File: config.mk
export PLATFORM = sky130hd
export DESIGN_NAME = adaptive_batch_decimator_top
export DESIGN_NICKNAME = d
export VERILOG_FILES = /design/src/rtl/core/abd_pkg.sv /design/src/rtl/core/abd_ctrl.sv /design/src/rtl/core/abd_datapath.sv /design/src/rtl/core/adaptive_batch_decimator_top.sv
export SDC_FILE = /design/constraint.sdc
export NUM_CORES = 2
export LEC_CHECK = 0
export BUFFER_PORTS_ARGS = -buffer_cell sky130_fd_sc_hd__buf_2
export CAP_MARGIN = 20
export CELL_PAD_IN_SITES_DETAIL_PLACEMENT = 0
export CELL_PAD_IN_SITES_GLOBAL_PLACEMENT = 1
export CORE_MARGIN = 1
export CORE_UTILIZATION = 46
export CTS_BUF_LIST = sky130_fd_sc_hd__clkbuf_4 sky130_fd_sc_hd__clkbuf_8
export CTS_CLUSTER_SIZE = 8
export DETAILED_ROUTE_END_ITERATION = 16
export PLACE_DENSITY = 0.66
export SYNTH_ARGS = -nofsm -noshare
export SYNTH_HDL_FRONTEND = slang
export SYNTH_SLANG_ARGS = --single-unit
File: constraint.sdc
create_clock -name clk -period 13.9 [get_ports clk]
set_clock_uncertainty 0.05 [all_clocks]
set_input_delay 2.78 -clock clk [delete_from_list [all_inputs] [get_ports clk]]
set_output_delay 2.78 -clock clk [all_outputs]
set_load 0.005 [all_outputs]
File: src/rtl/core/abd_pkg.sv
package abd_pkg;

    localparam int SLOT_W    = 8;
    localparam int BATCH_W   = 7;
    localparam int BUF_W     = 16;
    localparam int CNT_W     = 64;
    localparam int Q16_W     = 17;
    localparam int CFG_IDX_W = 2;

    localparam logic [Q16_W-1:0] ONE_Q16  = 17'h10000;
    localparam logic [Q16_W-1:0] HALF_Q16 = 17'h08000;

    typedef enum logic [CFG_IDX_W-1:0] {
        REG_THROTTLE_ENABLE  = 2'd0,
        REG_LOAD_THRESHOLD   = 2'd1,
        REG_SMOOTHING_FACTOR = 2'd2
    } cfg_reg_t;

    typedef struct packed {
        logic [SLOT_W-1:0]  slot_index;
        logic [BATCH_W-1:0] batch_count;
        logic [BUF_W-1:0]   slot_buffer_size;
    } abd_in_t;

    typedef struct packed {
        logic [SLOT_W-1:0] out_slot;
        logic [CNT_W-1:0]  packet_number;
        logic              keep_item;
        logic              last_of_batch;
        logic              half_full_warning;
        logic [CNT_W-1:0]  dropped_total;
        logic [Q16_W-1:0]  level_now;
    } abd_out_t;

    typedef struct packed {
        logic latch_in;
        logic fetch;
        logic load_cnt;
        logic upd_level;
        logic div_init;
        logic div_step;
        logic set_mode;
        logic step_item;
        logic write_back;
    } abd_cmd_t;

    typedef struct packed {
        logic skip;
        logic throttle;
        logic div_last;
        logic item_last;
    } abd_sts_t;

endpackage

File: src/rtl/core/abd_ctrl.sv
module abd_ctrl (
    input  logic              clk,
    input  logic              rst_n,
    input  logic              in_valid,
    output logic              in_ready,
    output logic              out_valid,
    input  logic              out_ready,
    output abd_pkg::abd_cmd_t cmd,
    input  abd_pkg::abd_sts_t sts
);

    typedef enum logic [2:0] {
        S_IDLE,
        S_LOAD,
        S_UPD,
        S_DINIT,
        S_DIV,
        S_MODE,
        S_EMIT,
        S_WB
    } state_t;

    state_t state_reg, state_next;
    logic   out_valid_reg, out_valid_next;
    logic   out_free;

    assign out_free  = !out_valid_reg || out_ready;
    assign in_ready  = (state_reg == S_IDLE);
    assign out_valid = out_valid_reg;

    always_comb
    begin
        cmd            = '0;
        state_next     = state_reg;
        out_valid_next = out_valid_reg && !out_ready;
        case (state_reg)
            S_IDLE:
            begin
                if (in_valid)
                begin
                    cmd.latch_in = 1'b1;
                    state_next   = S_LOAD;
                end
            end
            S_LOAD:
            begin
                if (sts.skip)
                begin
                    state_next = S_IDLE;
                end
                else
                begin
                    cmd.fetch  = 1'b1;
                    state_next = S_UPD;
                end
            end
            S_UPD:
            begin
                cmd.load_cnt = 1'b1;
                if (sts.throttle)
                begin
                    cmd.upd_level = 1'b1;
                    state_next    = S_DINIT;
                end
                else
                begin
                    cmd.set_mode = 1'b1;
                    state_next   = S_EMIT;
                end
            end
            S_DINIT:
            begin
                cmd.div_init = 1'b1;
                state_next   = S_DIV;
            end
            S_DIV:
            begin
                cmd.div_step = 1'b1;
                if (sts.div_last)
                begin
                    state_next = S_MODE;
                end
            end
            S_MODE:
            begin
                cmd.set_mode = 1'b1;
                state_next   = S_EMIT;
            end
            S_EMIT:
            begin
                if (out_free)
                begin
                    cmd.step_item  = 1'b1;
                    out_valid_next = 1'b1;
                    if (sts.item_last)
                    begin
                        state_next = S_WB;
                    end
                end
            end
            S_WB:
            begin
                cmd.write_back = 1'b1;
                state_next     = S_IDLE;
            end
            default:
            begin
                state_next = S_IDLE;
            end
        endcase
    end

    always_ff @(posedge clk or negedge rst_n)
    begin
        if (!rst_n)
        begin
            state_reg     <= S_IDLE;
            out_valid_reg <= 1'b0;
        end
        else
        begin
            state_reg     <= state_next;
            out_valid_reg <= out_valid_next;
        end
    end

endmodule

File: src/rtl/core/abd_datapath.sv
module abd_datapath #(
    parameter int NUM_SLOTS = 16,
    parameter int MAX_BATCH = 64
) (
    input  logic                               clk,
    input  logic                               rst_n,
    input  abd_pkg::abd_in_t                   in_data,
    input  logic                               cfg_we,
    input  logic [abd_pkg::CFG_IDX_W-1:0]      cfg_index,
    input  logic [abd_pkg::Q16_W-1:0]          cfg_data,
    input  abd_pkg::abd_cmd_t                  cmd,
    output abd_pkg::abd_sts_t                  sts,
    output abd_pkg::abd_out_t                  out_data
);

    localparam int IDX_W = (NUM_SLOTS > 1) ? $clog2(NUM_SLOTS) : 1;
    localparam logic [abd_pkg::SLOT_W:0]    NUM_SLOTS_L = (abd_pkg::SLOT_W + 1)'(NUM_SLOTS);
    localparam logic [abd_pkg::BATCH_W-1:0] MAX_B       = abd_pkg::BATCH_W'(MAX_BATCH);

    typedef enum logic [1:0] {
        MODE_KEEP_ALL,
        MODE_DROP_NTH,
        MODE_DROP_ALL,
        MODE_KEEP_NTH
    } mode_t;

    logic                        en_reg;
    logic [abd_pkg::Q16_W-1:0]   thr_reg;
    logic [abd_pkg::Q16_W-1:0]   sf_reg;
    logic [abd_pkg::Q16_W-1:0]   level_reg, level_next;
    logic [NUM_SLOTS-1:0]        valid_reg;
    logic [4:0]                  div_cnt_reg;

    logic [abd_pkg::SLOT_W-1:0]  slot_reg;
    logic [abd_pkg::BATCH_W-1:0] n_reg;
    logic [abd_pkg::BUF_W-1:0]   buf_reg;
    logic [33:0]                 prod_l_reg;
    logic [32:0]                 prod_t_reg;
    logic [2*abd_pkg::CNT_W-1:0] mem [NUM_SLOTS];
    logic [2*abd_pkg::CNT_W-1:0] rd_reg;
    logic                        rd_valid_reg;
    logic [abd_pkg::CNT_W-1:0]   pkt_reg;
    logic [abd_pkg::CNT_W-1:0]   drop_reg;
    logic [15:0]                 m_reg;
    logic [15:0]                 rem_reg;
    logic [abd_pkg::Q16_W-1:0]   q_reg;
    mode_t                       mode_reg, mode_next;
    logic [abd_pkg::BATCH_W-1:0] hc_reg;
    logic [abd_pkg::BATCH_W-1:0] idx_reg;
    abd_pkg::abd_out_t           out_reg, out_next;

    logic [IDX_W-1:0]            slot_idx;
    logic [abd_pkg::Q16_W-1:0]   cfg_sat;
    logic                        over;
    logic [17:0]                 lsum;
    logic [abd_pkg::Q16_W-1:0]   lvl_inv;
    logic [abd_pkg::Q16_W-1:0]   m17;
    logic [abd_pkg::Q16_W-1:0]   trial;
    logic                        ge;
    logic [abd_pkg::Q16_W-1:0]   diff;
    logic                        d_gt_n;
    logic                        hit;
    logic                        keep;
    logic                        warn;
    logic [abd_pkg::CNT_W-1:0]   drop_inc;

    assign slot_idx = slot_reg[IDX_W-1:0];
    assign cfg_sat  = (cfg_data > abd_pkg::ONE_Q16) ? abd_pkg::ONE_Q16 : cfg_data;

    assign over = 33'({n_reg, 16'h0000}) > prod_t_reg;
    assign lsum = 18'(prod_l_reg[33:16]) + (over ? 18'(sf_reg) : 18'd0);
    assign level_next = (lsum > 18'(abd_pkg::ONE_Q16)) ? abd_pkg::ONE_Q16
                                                       : lsum[abd_pkg::Q16_W-1:0];

    assign lvl_inv = abd_pkg::ONE_Q16 - level_reg;
    assign m17     = (level_reg < lvl_inv) ? level_reg : lvl_inv;

    assign trial = {rem_reg, q_reg[abd_pkg::Q16_W-1]};
    assign ge    = trial >= {1'b0, m_reg};
    assign diff  = trial - {1'b0, m_reg};

    assign d_gt_n = q_reg > abd_pkg::Q16_W'(n_reg);

    always_comb
    begin
        if (!en_reg || level_reg == '0)
        begin
            mode_next = MODE_KEEP_ALL;
        end
        else if (level_reg < abd_pkg::HALF_Q16)
        begin
            mode_next = d_gt_n ? MODE_KEEP_ALL : MODE_DROP_NTH;
        end
        else if (level_reg == abd_pkg::ONE_Q16 || d_gt_n)
        begin
            mode_next = MODE_DROP_ALL;
        end
        else
        begin
            mode_next = MODE_KEEP_NTH;
        end
    end

    assign hit = (hc_reg == '0);

    always_comb
    begin
        case (mode_reg)
            MODE_KEEP_ALL: keep = 1'b1;
            MODE_DROP_NTH: keep = !hit;
            MODE_DROP_ALL: keep = 1'b0;
            MODE_KEEP_NTH: keep = hit;
            default:       keep = 1'b1;
        endcase
    end

    assign warn     = !en_reg && (17'({n_reg, 1'b0}) > 17'(buf_reg));
    assign drop_inc = drop_reg + abd_pkg::CNT_W'(!keep);

    always_comb
    begin
        out_next                   = out_reg;
        out_next.out_slot          = slot_reg;
        out_next.packet_number     = pkt_reg;
        out_next.keep_item         = keep;
        out_next.last_of_batch     = sts.item_last;
        out_next.half_full_warning = warn;
        out_next.dropped_total     = drop_inc;
        out_next.level_now         = level_reg;
    end

    assign sts.skip      = (n_reg == '0) || ({1'b0, slot_reg} >= NUM_SLOTS_L);
    assign sts.throttle  = en_reg;
    assign sts.div_last  = (div_cnt_reg == 5'd16);
    assign sts.item_last = (idx_reg == n_reg - 1'b1);

    assign out_data = out_reg;

    always_ff @(posedge clk or negedge rst_n)
    begin
        if (!rst_n)
        begin
            en_reg      <= 1'b0;
            thr_reg     <= abd_pkg::HALF_Q16;
            sf_reg      <= 17'd3277;
            level_reg   <= '0;
            valid_reg   <= '0;
            div_cnt_reg <= '0;
        end
        else
        begin
            if (cfg_we)
            begin
                case (cfg_index)
                    abd_pkg::REG_THROTTLE_ENABLE:  en_reg  <= cfg_data[0];
                    abd_pkg::REG_LOAD_THRESHOLD:   thr_reg <= cfg_sat;
                    abd_pkg::REG_SMOOTHING_FACTOR: sf_reg  <= cfg_sat;
                    default:                       ;
                endcase
            end
            if (cmd.upd_level)
            begin
                level_reg <= level_next;
            end
            if (cmd.write_back)
            begin
                valid_reg[slot_idx] <= 1'b1;
            end
            if (cmd.div_init)
            begin
                div_cnt_reg <= '0;
            end
            else if (cmd.div_step)
            begin
                div_cnt_reg <= div_cnt_reg + 5'd1;
            end
        end
    end

    always_ff @(posedge clk)
    begin
        if (cmd.write_back)
        begin
            mem[slot_idx] <= {pkt_reg, drop_reg};
        end
        if (cmd.fetch)
        begin
            rd_reg <= mem[slot_idx];
        end
    end

    always_ff @(posedge clk)
    begin
        if (cmd.latch_in)
        begin
            slot_reg <= in_data.slot_index;
            n_reg    <= (in_data.batch_count > MAX_B) ? MAX_B : in_data.batch_count;
            buf_reg  <= in_data.slot_buffer_size;
        end
        if (cmd.fetch)
        begin
            rd_valid_reg <= valid_reg[slot_idx];
            prod_l_reg   <= 34'(level_reg) * 34'(abd_pkg::ONE_Q16 - sf_reg);
            prod_t_reg   <= 33'(thr_reg) * 33'(buf_reg);
        end
        if (cmd.load_cnt)
        begin
            pkt_reg  <= rd_valid_reg ? rd_reg[2*abd_pkg::CNT_W-1:abd_pkg::CNT_W] : '0;
            drop_reg <= rd_valid_reg ? rd_reg[abd_pkg::CNT_W-1:0] : '0;
        end
        else if (cmd.step_item)
        begin
            pkt_reg  <= pkt_reg + 1'b1;
            drop_reg <= drop_inc;
        end
        if (cmd.div_init)
        begin
            m_reg   <= m17[15:0];
            rem_reg <= '0;
            q_reg   <= abd_pkg::ONE_Q16;
        end
        else if (cmd.div_step)
        begin
            rem_reg <= ge ? diff[15:0] : trial[15:0];
            q_reg   <= {q_reg[abd_pkg::Q16_W-2:0], ge};
        end
        if (cmd.set_mode)
        begin
            mode_reg <= mode_next;
            hc_reg   <= '0;
            idx_reg  <= '0;
        end
        else if (cmd.step_item)
        begin
            idx_reg <= idx_reg + 1'b1;
            hc_reg  <= (abd_pkg::Q16_W'(hc_reg) == q_reg - 1'b1) ? '0 : hc_reg + 1'b1;
        end
        if (cmd.step_item)
        begin
            out_reg <= out_next;
        end
    end

endmodule

File: src/rtl/core/adaptive_batch_decimator_top.sv
// Adaptive batch decimator: one input transfer announces a batch of up to MAX_BATCH
// items on a slot, and the block answers with one keep/drop verdict transfer per item,
// carrying the slot's running packet id and dropped count. Batches are handled one at a
// time; while the output side accepts them, verdicts leave at one per cycle. A throttled
// batch first passes through the 17-step restoring divider that derives the decimation
// period. Per-slot counters live in a single-port memory read at batch start and written
// back at batch end. Empty batches and slots at or above NUM_SLOTS produce no verdicts and
// free the input again. Configuration writes are always accepted.
module adaptive_batch_decimator_top #(
    parameter int NUM_SLOTS = 16,
    parameter int MAX_BATCH = 64
) (
    input  logic                          clk,
    input  logic                          rst_n,
    input  logic                          in_valid,
    output logic                          in_ready,
    input  abd_pkg::abd_in_t              in_data,
    output logic                          out_valid,
    input  logic                          out_ready,
    output abd_pkg::abd_out_t             out_data,
    input  logic                          cfg_valid,
    output logic                          cfg_ready,
    input  logic [abd_pkg::CFG_IDX_W-1:0] cfg_index,
    input  logic [abd_pkg::Q16_W-1:0]     cfg_data
);

    abd_pkg::abd_cmd_t cmd;
    abd_pkg::abd_sts_t sts;

    assign cfg_ready = 1'b1;

    abd_ctrl u_ctrl (
        .clk       (clk),
        .rst_n     (rst_n),
        .in_valid  (in_valid),
        .in_ready  (in_ready),
        .out_valid (out_valid),
        .out_ready (out_ready),
        .cmd       (cmd),
        .sts       (sts)
    );

    abd_datapath #(
        .NUM_SLOTS (NUM_SLOTS),
        .MAX_BATCH (MAX_BATCH)
    ) u_dp (
        .clk       (clk),
        .rst_n     (rst_n),
        .in_data   (in_data),
        .cfg_we    (cfg_valid && cfg_ready),
        .cfg_index (cfg_index),
        .cfg_data  (cfg_data),
        .cmd       (cmd),
        .sts       (sts),
        .out_data  (out_data)
    );

endmodule

==> flow_metrics.env <==
export IMPL_run_status="complete, but fails checks"
export IMPL_violations="design-rule violations"
export IMPL_slew_headroom_pct=23.4
export IMPL_power_density_nw_per_um2=231
export IMPL_dp_slack_ns=4.16
export IMPL_worst_setup_path_end_kind="flop"
export IMPL_met2_length_um=154000
export IMPL_drv_cap=0
export IMPL_die_area_um2=271000
export IMPL_tns_ns=0
export IMPL_antenna_found_initial=6
export IMPL_path_class="reg -> reg"
export IMPL_finalMaxSlewViolations=0
export IMPL_dr_first_iter_drc_count=5054
export IMPL_cts_root_buf="clkbuf_8"
export IMPL_cts_buffer_depth=4
export IMPL_syn_avg_cell_area_um2=17.1
export IMPL_first_pass_iters=11
export IMPL_dpl_hpwl_um=168000
export IMPL_yosys_register_bits=2685
export IMPL_fmax_ghz=0.103
export IMPL_grt_max_degree=137
export IMPL_overflow=0
export IMPL_synthesis_area_um2=124000
export IMPL_synth_cell_types=72
export IMPL_grt_pass1_wl_um=455000
export IMPL_finalHoldViolCount=0
export IMPL_yosys_area_top_type="edfxtp_1"
export IMPL_worstPathArrival_ns=10.38
export IMPL_fp_coreArea_um2=268000
export IMPL_drt_wl_total_um=306000
export IMPL_netlist_instances=7247
export IMPL_worst_slew_pin_slew_ns=1.15
export IMPL_synth_edf_count=2561
export IMPL_ys_async_sr_fraction_pct=2.87
export IMPL_mostFrequentLayoutCells="edfxtp_1, inv_1, mux4_2"
export IMPL_ant_nets=0
export IMPL_synthesis_nets=8063
export IMPL_die_h_um=521
export IMPL_ctsHoldBuffers=0
export IMPL_rows=190
export IMPL_leakagePower_nw=48.5
export IMPL_ctsResizeCount=0
export IMPL_setup_slack_ns=4.19
export IMPL_drc=1
export IMPL_portBuffers=212
export IMPL_clock_latency_ns=1.06
export IMPL_nets=8521
export IMPL_netlist_area_leader_share_pct=62.2
export IMPL_vias=64900
export IMPL_htree_levels=5
export IMPL_grtUsageTotal_pct=22.8
export IMPL_wl_met3_um=16300
export IMPL_layout_commonest_cell="edfxtp_1"
export IMPL_p_total_w=0.0318
export IMPL_dr_max_layer_used="met5"
export IMPL_yosysWarnings=0
export IMPL_cts_tree="done"
export IMPL_viasPerCell=5.61
export IMPL_grt_pass1_vias=69200
export IMPL_min_period_ns=9.71
export IMPL_drive_above_1_share_pct=21.5
export IMPL_io_pins=214
export IMPL_numCtsBuffers=432
export IMPL_peakVddDrop_v=0.000321
export IMPL_rsz0062_at_grt="no"
export IMPL_start_util_pct=46.2
export IMPL_place_gp_congestion=0.780
export IMPL_largest_reg_flops=2048
export IMPL_hold_path_class="reg -> reg"
export IMPL_wl_per_cell_um=26.5
export IMPL_setup_viol=0
export IMPL_die_width_um=521
export IMPL_synthTopCellsByArea="edfxtp_1, mux4_2, fa_1"
export IMPL_path_clk_slew_ns=0.07
export IMPL_cts_setup_buffers=0
export IMPL_synth_seq_area_share_pct=64.5
export IMPL_synth_top_flop_cell="edfxtp_1"
export IMPL_path_max_fanout=17
export IMPL_drt_met1_wl_um=129000
export IMPL_synthToLayoutAreaGrowth_pct=11.3
export IMPL_cp_data_required_time_ns=14.57
export IMPL_clock_sinks=2685
export IMPL_worstSetupStartpointType="flop"
export IMPL_fin_crit_sh_pct=69.8
## worst paths after layout
check | cells past startpoint | start | slack (ns) | end
min reg2reg | 1 | u_dp.valid_reg[12] | 0.42 | u_dp.valid_reg[12]
min in group asynchronous | 1 | rst_n | 1.68 | u_dp.level_reg[6]
min | 1 | u_dp.valid_reg[12] | 0.42 | u_dp.valid_reg[12]
max | 26 | u_dp.sf_reg[5] | 4.19 | u_dp.prod_l_reg[33]
max reg2reg | 26 | u_dp.sf_reg[5] | 4.19 | u_dp.prod_l_reg[33]
max in group asynchronous | 2 | rst_n | 11.07 | u_dp.level_reg[14]
## critical path, stage by stage (launching register included)
cell	delay, ns
dfrtp_1	0.44
or4_1	0.62
nor4_1	0.29
nand2b_1	0.11
or4_1	0.53
xor2_2	0.85
nand2_1	0.19
fa_1	0.54
fa_1	0.55
inv_1	0.05
fa_1	0.48
fa_1	0.46
fa_1	0.51
inv_1	0.05
fa_1	0.47
inv_1	0.04
ha_1	0.30
a41o_1	0.24
a211o_1	0.26
a21oi_1	0.18
o21ai_1	0.09
a211oi_1	0.69
a211oi_1	0.36
a31oi_1	0.45
o211ai_1	0.19
o41ai_1	0.33
xnor2_1	0.11
## area by class of cell
type                            count  area (um^2)
Clock inverter                    146         1010
Tap cell                         3552         4440
Antenna cell                        2         5.00
Inverter                          646         2430
Timing Repair Buffer              350         2320
Sequential cell                  2685        79800
Fill cell                       22100       130000
Multi-Input combinational cell   3590        40500
Clock buffer                      588         7170
## stage by stage
step / util (%) / instance area [um^2] / cells / hold slack (ns)
final: 51.4 / 138000 / 11600 / 0.417
after global routing: 51.4 / 138000 / 11600 / 0.430
after CTS: 51.4 / 138000 / 11600 / 0.417
after detailed placement: 48.4 / 129000 / 10800 / 0.400
after global placement: 48.3 / 129000 / 10800 / 0.397
after floorplan: - / 124000 / 7247 / 0.373
## cells by family after synthesis
family | share of synthesized area, %
multiplexers | 12.0
AO/OA/AOI/OAI | 2.30
XOR/XNOR | 1.86
flip-flops | 64.5
buffers and inverters | 2.96
AND/OR/NAND/NOR | 5.62
adder cells (fa/ha/maj) | 10.8
other | 0.00303
## per-layer routing
metal  vias up  GRT usage (%)
li1      27900              -
met1     34700           30.7
met2      1843           38.9
met3       430           3.26
met4         4           6.06
met5         -              0
## power by group
| part | switching (W) | internal [W] |
|---|---|---|
| clock | 0.00311 | 0.00348 |
| combinational | 0.00744 | 0.00535 |
| sequential | 0.00130 | 0.0111 |
## Yosys cell counts (12+ instances only)
cell,instances
a22o_1,35
o21a_1,21
nor4_1,20
o21ai_0,151
dfxtp_1,47
mux2i_1,15
buf_1,59
and2_1,259
clkbuf_1,265
a21oi_1,121
xnor2_1,153
edfxtp_1,2561
nor2b_1,23
inv_1,645
a211oi_1,22
mux4_2,645
dfrtp_1,69
a21o_1,31
nor3_1,48
nand2b_1,21
or3_1,21
nand3_1,130
nand4_1,45
nand2_1,516
ha_1,248
and3_1,39
and4_1,12
nor2_1,252
fa_1,513
or2_2,22
xor2_1,109
Note: power is estimated with default switching activity, not from simulation.
